==> config.mk <==
export PLATFORM = sky130hd
export DESIGN_NAME = indexed_array_list_engine_core
export DESIGN_NICKNAME = d
export VERILOG_FILES = /design/src/iale_pkg.sv /design/src/iale_datapath.sv /design/src/iale_ctrl.sv /design/src/indexed_array_list_engine_core.sv
export SDC_FILE = /design/constraint.sdc
export NUM_CORES = 2
export LEC_CHECK = 0
export ABC_AREA = 1
export BUFFER_PORTS_ARGS = -buffer_cell sky130_fd_sc_hd__buf_2
export CAP_MARGIN = 20
export CORE_MARGIN = 2
export CORE_UTILIZATION = 47
export CTS_BUF_LIST = sky130_fd_sc_hd__clkbuf_2
export DETAILED_ROUTE_END_ITERATION = 16
export PLACE_DENSITY = 0.6
export SLEW_MARGIN = 10
export SYNTH_ARGS = -nofsm -noshare
export SYNTH_HDL_FRONTEND = slang
export SYNTH_SLANG_ARGS = --single-unit
==> constraint.sdc <==
create_clock -name i_clk -period 6.8 [get_ports i_clk]
set_clock_uncertainty 0.05 [all_clocks]
set_input_delay 0.68 -clock i_clk [delete_from_list [all_inputs] [get_ports i_clk]]
set_output_delay 0.68 -clock i_clk [all_outputs]
set_load 0.02 [all_outputs]
==> src/iale_pkg.sv <==
package iale_pkg;

    typedef enum logic [3:0] {
        OP_PUSH    = 4'd0,
        OP_POP     = 4'd1,
        OP_READ    = 4'd2,
        OP_WRITE   = 4'd3,
        OP_INSERT  = 4'd4,
        OP_ERASE   = 4'd5,
        OP_FIND    = 4'd6,
        OP_PUSHN   = 4'd7,
        OP_POPN    = 4'd8,
        OP_INSERTN = 4'd9,
        OP_ERASEN  = 4'd10,
        OP_RESIZE  = 4'd11
    } t_op;

    localparam logic [1:0] ST_OK    = 2'd0;
    localparam logic [1:0] ST_RANGE = 2'd1;
    localparam logic [1:0] ST_FULL  = 2'd2;

    localparam int OP_BITS     = 4;
    localparam int FIELD_BITS  = 7;
    localparam int VALUE_BITS  = 32;
    localparam int FPOS_BITS   = 6;

    // memory operation issued by the controller for one step
    typedef enum logic [2:0] {
        MC_NONE,
        MC_READ,   // read addr into the read register
        MC_MOVE,   // write the read register at waddr
        MC_FILL,   // write fill value at waddr
        MC_ZERO    // write zero at waddr
    } t_mcmd;

    typedef struct packed {
        t_mcmd mcmd;
        logic  cmp;   // compare read data with search value
    } t_dp_cmd;

endpackage

==> src/iale_datapath.sv <==
module iale_datapath #(
    parameter int DEPTH     = 64,
    parameter int ELEM_BITS = 32,
    parameter int AW        = 6
) (
    input  logic                   i_clk,
    input  iale_pkg::t_dp_cmd      i_cmd,
    input  logic [AW-1:0]          i_raddr,
    input  logic [AW-1:0]          i_waddr,
    input  logic [ELEM_BITS-1:0]   i_value,
    output logic [ELEM_BITS-1:0]   o_rdata,
    output logic                   o_match
);
    import iale_pkg::*;

    logic [ELEM_BITS-1:0] mem [DEPTH];
    logic [ELEM_BITS-1:0] r_rdata;

    always_ff @(posedge i_clk) begin
        if (i_cmd.mcmd == MC_READ) begin
            r_rdata <= mem[i_raddr];
        end
        unique case (i_cmd.mcmd)
            MC_MOVE: mem[i_waddr] <= r_rdata;
            MC_FILL: mem[i_waddr] <= i_value;
            MC_ZERO: mem[i_waddr] <= '0;
            default: ;
        endcase
    end

    assign o_rdata = r_rdata;
    assign o_match = i_cmd.cmp && (r_rdata == i_value);

endmodule

==> src/iale_ctrl.sv <==
module iale_ctrl #(
    parameter int DEPTH     = 64,
    parameter int ELEM_BITS = 32,
    parameter int AW        = 6,
    parameter int CW        = 7
) (
    input  logic                          i_clk,
    input  logic                          i_rst_n,
    input  logic                          i_valid,
    output logic                          o_stall,
    input  logic [iale_pkg::OP_BITS-1:0]  i_req_type,
    input  logic [iale_pkg::FIELD_BITS-1:0] i_position,
    input  logic [iale_pkg::FIELD_BITS-1:0] i_amount,
    output logic                          o_valid,
    input  logic                          i_stall,
    output logic [1:0]                    o_status,
    output logic                          o_rd,
    output logic                          o_found,
    output logic [iale_pkg::FPOS_BITS-1:0] o_found_position,
    output logic [iale_pkg::FIELD_BITS-1:0] o_length,
    output iale_pkg::t_dp_cmd             o_cmd,
    output logic [AW-1:0]                 o_raddr,
    output logic [AW-1:0]                 o_waddr,
    input  logic                          i_match
);
    import iale_pkg::*;

    typedef enum logic [2:0] {
        S_IDLE, S_DEC, S_RD, S_MV, S_FILL, S_FIND, S_OUT
    } t_state;

    t_state         r_state;
    logic [3:0]     r_op;
    logic [CW-1:0]  r_pos, r_amt, r_cnt;
    logic [CW:0]    r_src, r_dst, r_lim;   // src/dst walk, lim = end
    logic           r_down;                // move direction: 1 = toward top
    logic [CW-1:0]  r_fill_ptr, r_fill_end;
    logic           r_zero;
    logic [1:0]     r_status;
    logic           r_rd, r_found;
    logic [CW-1:0]  r_fpos, r_fidx;
    logic           r_fpend;

    localparam logic [CW:0] DEPTH_W = (CW+1)'(DEPTH);

    logic [CW:0] w_pos, w_amt, w_cnt, w_sum, w_n;
    assign w_pos = {1'b0, r_pos};
    assign w_amt = {1'b0, r_amt};
    assign w_cnt = {1'b0, r_cnt};
    assign w_sum = w_cnt + w_amt;
    // shift distance for insert/erase and their n variants: 1 or the amount
    assign w_n   = (r_op == OP_INSERT || r_op == OP_ERASE) ? (CW+1)'(1) : w_amt;

    assign o_stall = (r_state != S_IDLE);
    assign o_valid = (r_state == S_OUT);
    assign o_status = r_status;
    assign o_rd = r_rd;
    assign o_found = r_found;
    assign o_found_position = FPOS_BITS'(r_fpos);
    assign o_length = FIELD_BITS'(r_cnt);

    always_comb begin
        o_cmd.mcmd = MC_NONE;
        o_cmd.cmp  = 1'b0;
        o_raddr    = r_src[AW-1:0];
        o_waddr    = r_dst[AW-1:0];
        unique case (r_state)
            S_RD:   o_cmd.mcmd = MC_READ;
            S_MV:   o_cmd.mcmd = MC_MOVE;
            S_FILL: begin
                o_cmd.mcmd = r_zero ? MC_ZERO : MC_FILL;
                o_waddr    = r_fill_ptr[AW-1:0];
            end
            S_FIND: begin
                o_cmd.mcmd = MC_READ;
                o_cmd.cmp  = r_fpend;
                o_raddr    = r_fidx[AW-1:0];
            end
            default: ;
        endcase
    end

    always_ff @(posedge i_clk) begin
        if (!i_rst_n) begin
            r_state <= S_IDLE;
            r_cnt   <= '0;
        end else begin
            unique case (r_state)
                S_IDLE: if (i_valid) begin
                    r_op    <= i_req_type;
                    r_pos   <= CW'(i_position);
                    r_amt   <= CW'(i_amount);
                    r_state <= S_DEC;
                end
                S_DEC: begin
                    r_status <= ST_OK;
                    r_rd     <= 1'b0;
                    r_found  <= 1'b0;
                    r_fpos   <= '0;
                    r_zero   <= 1'b0;
                    r_state  <= S_OUT;
                    unique case (r_op)
                        OP_PUSH: if (w_cnt >= DEPTH_W) r_status <= ST_FULL;
                        else begin
                            r_fill_ptr <= r_cnt; r_fill_end <= CW'(w_cnt + 1'b1);
                            r_cnt <= CW'(w_cnt + 1'b1); r_state <= S_FILL;
                        end
                        OP_POP: if (r_cnt != 0) r_cnt <= r_cnt - 1'b1;
                        OP_READ: if (w_pos >= w_cnt) r_status <= ST_RANGE;
                        else begin
                            r_src <= w_pos; r_rd <= 1'b1; r_lim <= '0;
                            r_down <= 1'b0; r_state <= S_RD;
                        end
                        OP_WRITE: if (w_pos >= w_cnt) r_status <= ST_RANGE;
                        else begin
                            r_fill_ptr <= r_pos; r_fill_end <= CW'(w_pos + 1'b1);
                            r_state <= S_FILL;
                        end
                        OP_INSERT, OP_INSERTN: begin
                            if (w_pos > w_cnt) r_status <= ST_RANGE;
                            else if (w_cnt + w_n > DEPTH_W) r_status <= ST_FULL;
                            else begin
                                // move [pos,cnt) up by n, from the top down
                                r_down <= 1'b1;
                                r_src <= w_cnt - 1'b1; r_dst <= w_cnt + w_n - 1'b1;
                                r_lim <= w_pos;
                                r_fill_ptr <= r_pos; r_fill_end <= CW'(w_pos + w_n);
                                r_cnt <= CW'(w_cnt + w_n);
                                r_state <= (w_cnt > w_pos) ? S_RD :
                                           ((w_n != 0) ? S_FILL : S_OUT);
                            end
                        end
                        OP_ERASE, OP_ERASEN: begin
                            if (w_pos >= w_cnt) r_status <= ST_RANGE;
                            else if (w_pos + w_n >= w_cnt) r_cnt <= r_pos;
                            else begin
                                r_down <= 1'b0;
                                r_src <= w_pos + w_n; r_dst <= w_pos; r_lim <= w_cnt;
                                r_cnt <= CW'(w_cnt - w_n);
                                r_state <= (w_n != 0) ? S_RD : S_OUT;
                            end
                        end
                        OP_FIND: if (r_cnt != 0) begin
                            r_fidx <= '0; r_fpend <= 1'b0; r_state <= S_FIND;
                        end
                        OP_PUSHN: if (w_sum > DEPTH_W) r_status <= ST_FULL;
                        else begin
                            r_fill_ptr <= r_cnt; r_fill_end <= CW'(w_sum);
                            r_cnt <= CW'(w_sum);
                            if (r_amt != 0) r_state <= S_FILL;
                        end
                        OP_POPN: r_cnt <= (w_amt >= w_cnt) ? '0 : CW'(w_cnt - w_amt);
                        OP_RESIZE: if (w_amt > DEPTH_W) r_status <= ST_FULL;
                        else begin
                            r_fill_ptr <= r_cnt; r_fill_end <= r_amt;
                            r_zero <= 1'b1; r_cnt <= r_amt;
                            if (w_amt > w_cnt) r_state <= S_FILL;
                        end
                        default: ;
                    endcase
                end
                S_RD: r_state <= (r_lim == '0 && !r_down && r_rd) ? S_OUT : S_MV;
                S_MV: begin
                    if (r_down) begin
                        r_src <= r_src - 1'b1; r_dst <= r_dst - 1'b1;
                        if (r_src == r_lim)
                            r_state <= (r_fill_ptr != r_fill_end) ? S_FILL : S_OUT;
                        else r_state <= S_RD;
                    end else begin
                        r_src <= r_src + 1'b1; r_dst <= r_dst + 1'b1;
                        r_state <= (r_src + 1'b1 == r_lim) ? S_OUT : S_RD;
                    end
                end
                S_FILL: begin
                    r_fill_ptr <= r_fill_ptr + 1'b1;
                    if (r_fill_ptr + 1'b1 == r_fill_end) r_state <= S_OUT;
                end
                S_FIND: begin
                    // compare of previous read lands while next read issues
                    if (r_fpend && i_match) begin
                        r_found <= 1'b1; r_fpos <= r_fidx - 1'b1; r_state <= S_OUT;
                    end else if (r_fidx == r_cnt) begin
                        r_state <= S_OUT;
                    end else begin
                        r_fidx <= r_fidx + 1'b1; r_fpend <= 1'b1;
                    end
                end
                S_OUT: if (!i_stall) r_state <= S_IDLE;
                default: r_state <= S_IDLE;
            endcase
        end
    end

endmodule

==> src/indexed_array_list_engine_core.sv <==
// list engine: each request beat yields one result beat. pop, popn and resize-shrink
// only change the length; push, write and read make one memory access; insert/erase
// walk the moved elements with a read then a write each (one memory command per
// step), then insert fills its copies; pushn, insertn fill and resize growth write
// one element per cycle; find reads one element per cycle until the first
// match. status 1 is an index at or past the length (past it for insert), status
// 2 a request that would exceed DEPTH; on an error the list is unchanged.
module indexed_array_list_engine_core #(
    parameter int DEPTH     = 64,
    parameter int ELEM_BITS = 32
) (
    input  logic                                 i_clk,
    input  logic                                 i_rst_n,
    input  logic                                 i_valid,
    output logic                                 o_stall,
    input  logic [iale_pkg::OP_BITS-1:0]         i_req_type,
    input  logic [iale_pkg::FIELD_BITS-1:0]      i_position,
    input  logic signed [iale_pkg::VALUE_BITS-1:0] i_item_value,
    input  logic [iale_pkg::FIELD_BITS-1:0]      i_amount,
    output logic                                 o_valid,
    input  logic                                 i_stall,
    output logic [1:0]                           o_status,
    output logic signed [iale_pkg::VALUE_BITS-1:0] o_read_value,
    output logic                                 o_found,
    output logic [iale_pkg::FPOS_BITS-1:0]       o_found_position,
    output logic [iale_pkg::FIELD_BITS-1:0]      o_length
);
    import iale_pkg::*;

    localparam int AW = (DEPTH > 1) ? $clog2(DEPTH) : 1;
    // count width covers both the list length and the full request fields
    localparam int CW = ($clog2(DEPTH + 1) > FIELD_BITS) ? $clog2(DEPTH + 1) : FIELD_BITS;

    t_dp_cmd              w_cmd;
    logic [AW-1:0]        w_raddr, w_waddr;
    logic [ELEM_BITS-1:0] w_rdata, r_value;
    logic                 w_match, w_rd;

    always_ff @(posedge i_clk) begin
        if (!o_stall && i_valid) r_value <= ELEM_BITS'($unsigned(i_item_value));
    end

    iale_ctrl #(.DEPTH(DEPTH), .ELEM_BITS(ELEM_BITS), .AW(AW), .CW(CW)) u_ctrl (
        .i_clk, .i_rst_n, .i_valid, .o_stall, .i_req_type, .i_position, .i_amount,
        .o_valid, .i_stall, .o_status, .o_rd(w_rd), .o_found, .o_found_position,
        .o_length, .o_cmd(w_cmd), .o_raddr(w_raddr), .o_waddr(w_waddr),
        .i_match(w_match)
    );

    iale_datapath #(.DEPTH(DEPTH), .ELEM_BITS(ELEM_BITS), .AW(AW)) u_dp (
        .i_clk, .i_cmd(w_cmd), .i_raddr(w_raddr), .i_waddr(w_waddr),
        .i_value(r_value), .o_rdata(w_rdata), .o_match(w_match)
    );

    assign o_read_value = w_rd ? VALUE_BITS'(signed'(w_rdata)) : '0;

endmodule

==> impl_metrics.csv <==
group,metric,value,unit
worst_setup_path,r2r_cells,8,
detailed_routing,vias,66100,
sta,hold_violations,0,
worst_setup_path,slowest_delay,1.14,ns
worst_setup_path,worstSetupPathType,"reg2reg",
die,initial_core_util,47.3,%
detailed_routing,first_pass_iters,6,
synthesis,synth_top_area_share,71.2,%
synthesis,synth.distinct_cells,51,
global_routing,grt_max_degree,187,
sta,period_share,70.5,%
worst_setup_path,reg2reg_from,"u_ctrl.r_state[2]",
detailed_routing,drc,0,
sta,final-setup-viol-count,0,
placed_design,dp_slack,2.05,ns
synthesis,yosysSeqAreaShare,71.5,%
finish,final_nets,8454,
clocking,cts.htree.levels,6,
finish,fin_cells,11300,
finish,drive_gt1_share,14.7,%
worst_hold_path,holdPathEnd,"r_value[20]",
worst_setup_path,path_buf_inv,3,
worst_setup_path,cp_top_family,"simple AND/OR/NAND/NOR gates",
die,die_x,447,um
power_and_ir_drop,p_sw_share,38.8,%
worst_hold_path,hold_start,"i_item_value[20]",
global_routing,grt_overflow,0,
power_and_ir_drop,ir_worst_vdd,0.000323,V
worst_hold_path,hold_path_depth,3,
placed_design,gp_congestion,0.934,
sta,rsz0062_at_grt,"no",
placed_design,portBuffers,103,
detailed_routing,via_per_inst,5.85,
clocking,clk_pin_slew,0.10,ns
worst_setup_path,cp_cell_sequence,"nand2_4 > nor2_4 > inv_2 > buf_4 > o21ai_0 > nand3_1 > nor2_4 > buf_4",
detailed_routing,wl_per_cell,26.0,um
die,die_height,447,um
sta,period_needed,4.79,ns
global_routing,grt_pass1_wl,420,mm
finish,final_area,103000,sq um
die,pin_count,104,
worst_setup_path,crit_path_max_fanout,27,
synthesis,synth_area_leaders,"edfxtp_1, nor2_1, nand2_1, o21ai_0, nand3_1",
worst_setup_path,rrSetupSlack,2.01,ns
power_and_ir_drop,finalPower,37400,uW
worst_hold_path,hp-class,"in2reg",
placed_design,dp_hpwl,167,mm
worst_setup_path,end_kind,"flip-flop",
power_and_ir_drop,pwr-share-clk,23.1,%
clocking,clockBufferDepth,4,
power_and_ir_drop,pwr-share-comb,30.4,%
synthesis,syn_area_per_cell,11.8,sq um
worst_setup_path,worst_path_max_delay_cell,"nor2_4",
sta,max-slew-margin-rel,20.4,%
synthesis,syn_area,92100,sq um
detailed_routing,wirelength,294,mm
worst_setup_path,startpoint_type,"flip-flop",
detailed_routing,drt_iter0_drc,8338,
power_and_ir_drop,p_leak,0.0364,uW
worst_setup_path,cp_data_required_time,8.17,ns
status,status,"completed",
synthesis,synth_area_leader_cell,"edfxtp_1",
power_and_ir_drop,cellPowerDensity,363,nW/um^2
synthesis,syn_inst,7784,
clocking,numCtsBuffers,570,
global_routing,antenna_found_initial,15,
synthesis,synth_edf_count,2185,
worst_setup_path,r2r-end,"u_dp.mem[5][5]",
synthesis,synth_fp_nets,7906,
sta,max_freq,209,MHz
clocking,clk_latency,1.82,ns
die,num_rows,162,
synthesis,synth-async-reset-ratio,0,%
power_and_ir_drop,pwr-share-seq,46.5,%
clocking,clockRootBuffer,"clkbuf_2",
finish,syn_to_final_growth,11.7,%
global_routing,grt_pass1_vias,62600,
sta,tns,0,ns
power_and_ir_drop,switchingPower,14500,uW
power_and_ir_drop,internal_power,22900,uW
clocking,tritoncts,"built",
synthesis,ys_seq_elements,2195,
die,core_area,195000,sq um
sta,tightest_slew,1.19,ns
placed_design,placed_cells,10200,
sta,setup_slack,2.01,ns
placed_design,placed_cell_area,96500,sq um
worst_setup_path,cp.arrival,6.16,ns
sta,final-max-slew-violation-count,0,
run,cap_violations,0,
synthesis,yosysWarnings,0,
synthesis,ys.flop_type,"edfxtp_1",
die,floorplan.die_area,200000,sq um
global_routing,track_usage,28.9,%
detailed_routing,ant_nets,0,
clocking,cts.sinks,2195,
power groups by stage:
stage / registers, uW / clock network, uW / logic (uW)
global route: 17400 / 9440 / 12000
global placement: 17700 / 0 / 10900
finish: 17400 / 8630 / 11400
CTS: 17400 / 8780 / 11100
detailed placement: 17700 / 0 / 11000
floorplan: 17700 / 0 / 6000
worst register-to-register path, stage by stage, from the launching register on:
cell and delay, ns:
dfxtp_1 0.54, nand2_4 0.14, nor2_4 0.40, inv_2 0.14, buf_4 0.28, o21ai_0 0.53
nand3_1 0.88, nor2_4 1.17, buf_4 0.33
worst max-delay path by stage:
stage                      start              end  cells after the start
3_3_place_gp      u_ctrl.r_op[2]  u_ctrl.r_lim[1]                     20
2_1_floorplan  u_ctrl.r_state[2]  u_dp.mem[0][28]                      8
5_1_grt           u_ctrl.r_op[2]  u_ctrl.r_lim[5]                     20
6_report       u_ctrl.r_state[2]   u_dp.mem[5][5]                      8
3_5_place_dp      u_ctrl.r_op[3]  u_ctrl.r_lim[1]                     19
4_1_cts           u_ctrl.r_op[2]  u_ctrl.r_lim[5]                     20
layout make-up:
type                            count  area [sq um]
Inverter                          281          1080
Clock buffer                      801          4010
Antenna cell                       14          35.0
Fill cell                       16900         91900
Clock inverter                     95           557
Sequential cell                  2195         65800
Tap cell                         2624          3280
Timing Repair Buffer              459          4060
Multi-Input combinational cell   4825         24100
cell usage after synthesis, types with 62 or more instances:
| cell | number |
|---|---|
| a21oi_1 | 108 |
| buf_2 | 182 |
| clkbuf_1 | 249 |
| edfxtp_1 | 2185 |
| ha_1 | 62 |
| inv_1 | 270 |
| nand2_1 | 1140 |
| nand3_1 | 448 |
| nor2_1 | 1275 |
| o211ai_1 | 196 |
| o21ai_0 | 849 |
| o21ai_1 | 211 |
| o22ai_1 | 324 |
logic make-up (layout without fill, tap and decap cells):
group | count (synthesis) | in the layout | synth area share (%)
XOR/XNOR | 77 | 77 | 0.732
adder cells (fa/ha/maj) | 68 | 68 | 0.973
AO/OA/AOI/OAI | 1728 | 1728 | 10.5
AND/OR/NAND/NOR | 2952 | 2952 | 12.9
buffers and inverters | 764 | 1636 | 3.47
flip-flops | 2195 | 2195 | 71.5
other | 0 | 14 | 0
state kept, by name, summed over array words and instances (netlist names):
name               count
u_ctrl.r_dst           6
u_ctrl.o_rd            1
u_ctrl.r_fill_end      7
u_ctrl.r_fpos          6
u_ctrl.r_fpend         1
u_ctrl.r_fidx          7
u_ctrl.r_zero          1
u_ctrl.o_length        7
u_ctrl.r_pos           7
u_ctrl.r_lim           7
u_dp.o_rdata          32
r_value               32
u_ctrl.r_fill_ptr      7
u_ctrl.r_op            4
u_ctrl.o_found         1
u_ctrl.o_status        2
u_ctrl.r_state         3
u_ctrl.r_down          1
u_ctrl.r_src           8
u_ctrl.r_amt           7
u_dp.mem            2048
routing by layer:
metal | wire [um] | vias up | track usage, %
met5 | 63 | - | 0
met4 | 14100 | 10 | 14.2
met3 | 29100 | 651 | 6.14
met2 | 135000 | 3688 | 44.9
met1 | 116000 | 32300 | 38.6
li1 | - | 29400 | -
what timing repair did:
| item | in CTS | in global routing |
|---|---|---|
| hold buffers | 157 | 0 |
| buffers inserted | 0 | 0 |
| hold endpoints to repair | 165 | 0 |
| gates resized for setup | 0 | 0 |
per-stage QoR:
| step | utilization, % | hold slack (ns) |
|---|---|---|
| 2_1_floorplan | - | 0.542 |
| 3_3_place_gp | 49.5 | 0.551 |
| 3_5_place_dp | 49.6 | 0.561 |
| 4_1_cts | 52.7 | 0.116 |
| 5_1_grt | 52.8 | 0.154 |
| 6_report | 52.8 | 0.327 |
cell usage in the layout, fill, tap and decap left out, types with 14 or more instances in the layout:
cell type | synthesis | final
edfxtp_1 | 2185 | 2185
nor2_1 | 1275 | 1209
nand2_1 | 1140 | 1139
o21ai_0 | 849 | 836
clkbuf_2 | 8 | 802
nand3_1 | 448 | 448
o22ai_1 | 324 | 307
inv_1 | 270 | 269
o21ai_1 | 211 | 206
o211ai_1 | 196 | 196
buf_4 | 15 | 163
dlygate4sd3_1 | 0 | 157
a21oi_1 | 108 | 108
buf_2 | 182 | 103
nor2_4 | 1 | 67
clkinv_1 | 3 | 65
ha_1 | 62 | 62
xor2_1 | 51 | 51
nor3_1 | 33 | 31
buf_12 | 0 | 29
nand4_1 | 27 | 27
xnor2_1 | 26 | 26
inv_2 | 8 | 20
o21ai_4 | 1 | 20
o22ai_4 | 0 | 17
diode_2 | 0 | 14
Note: power is estimated with default switching activity, not from simulation.
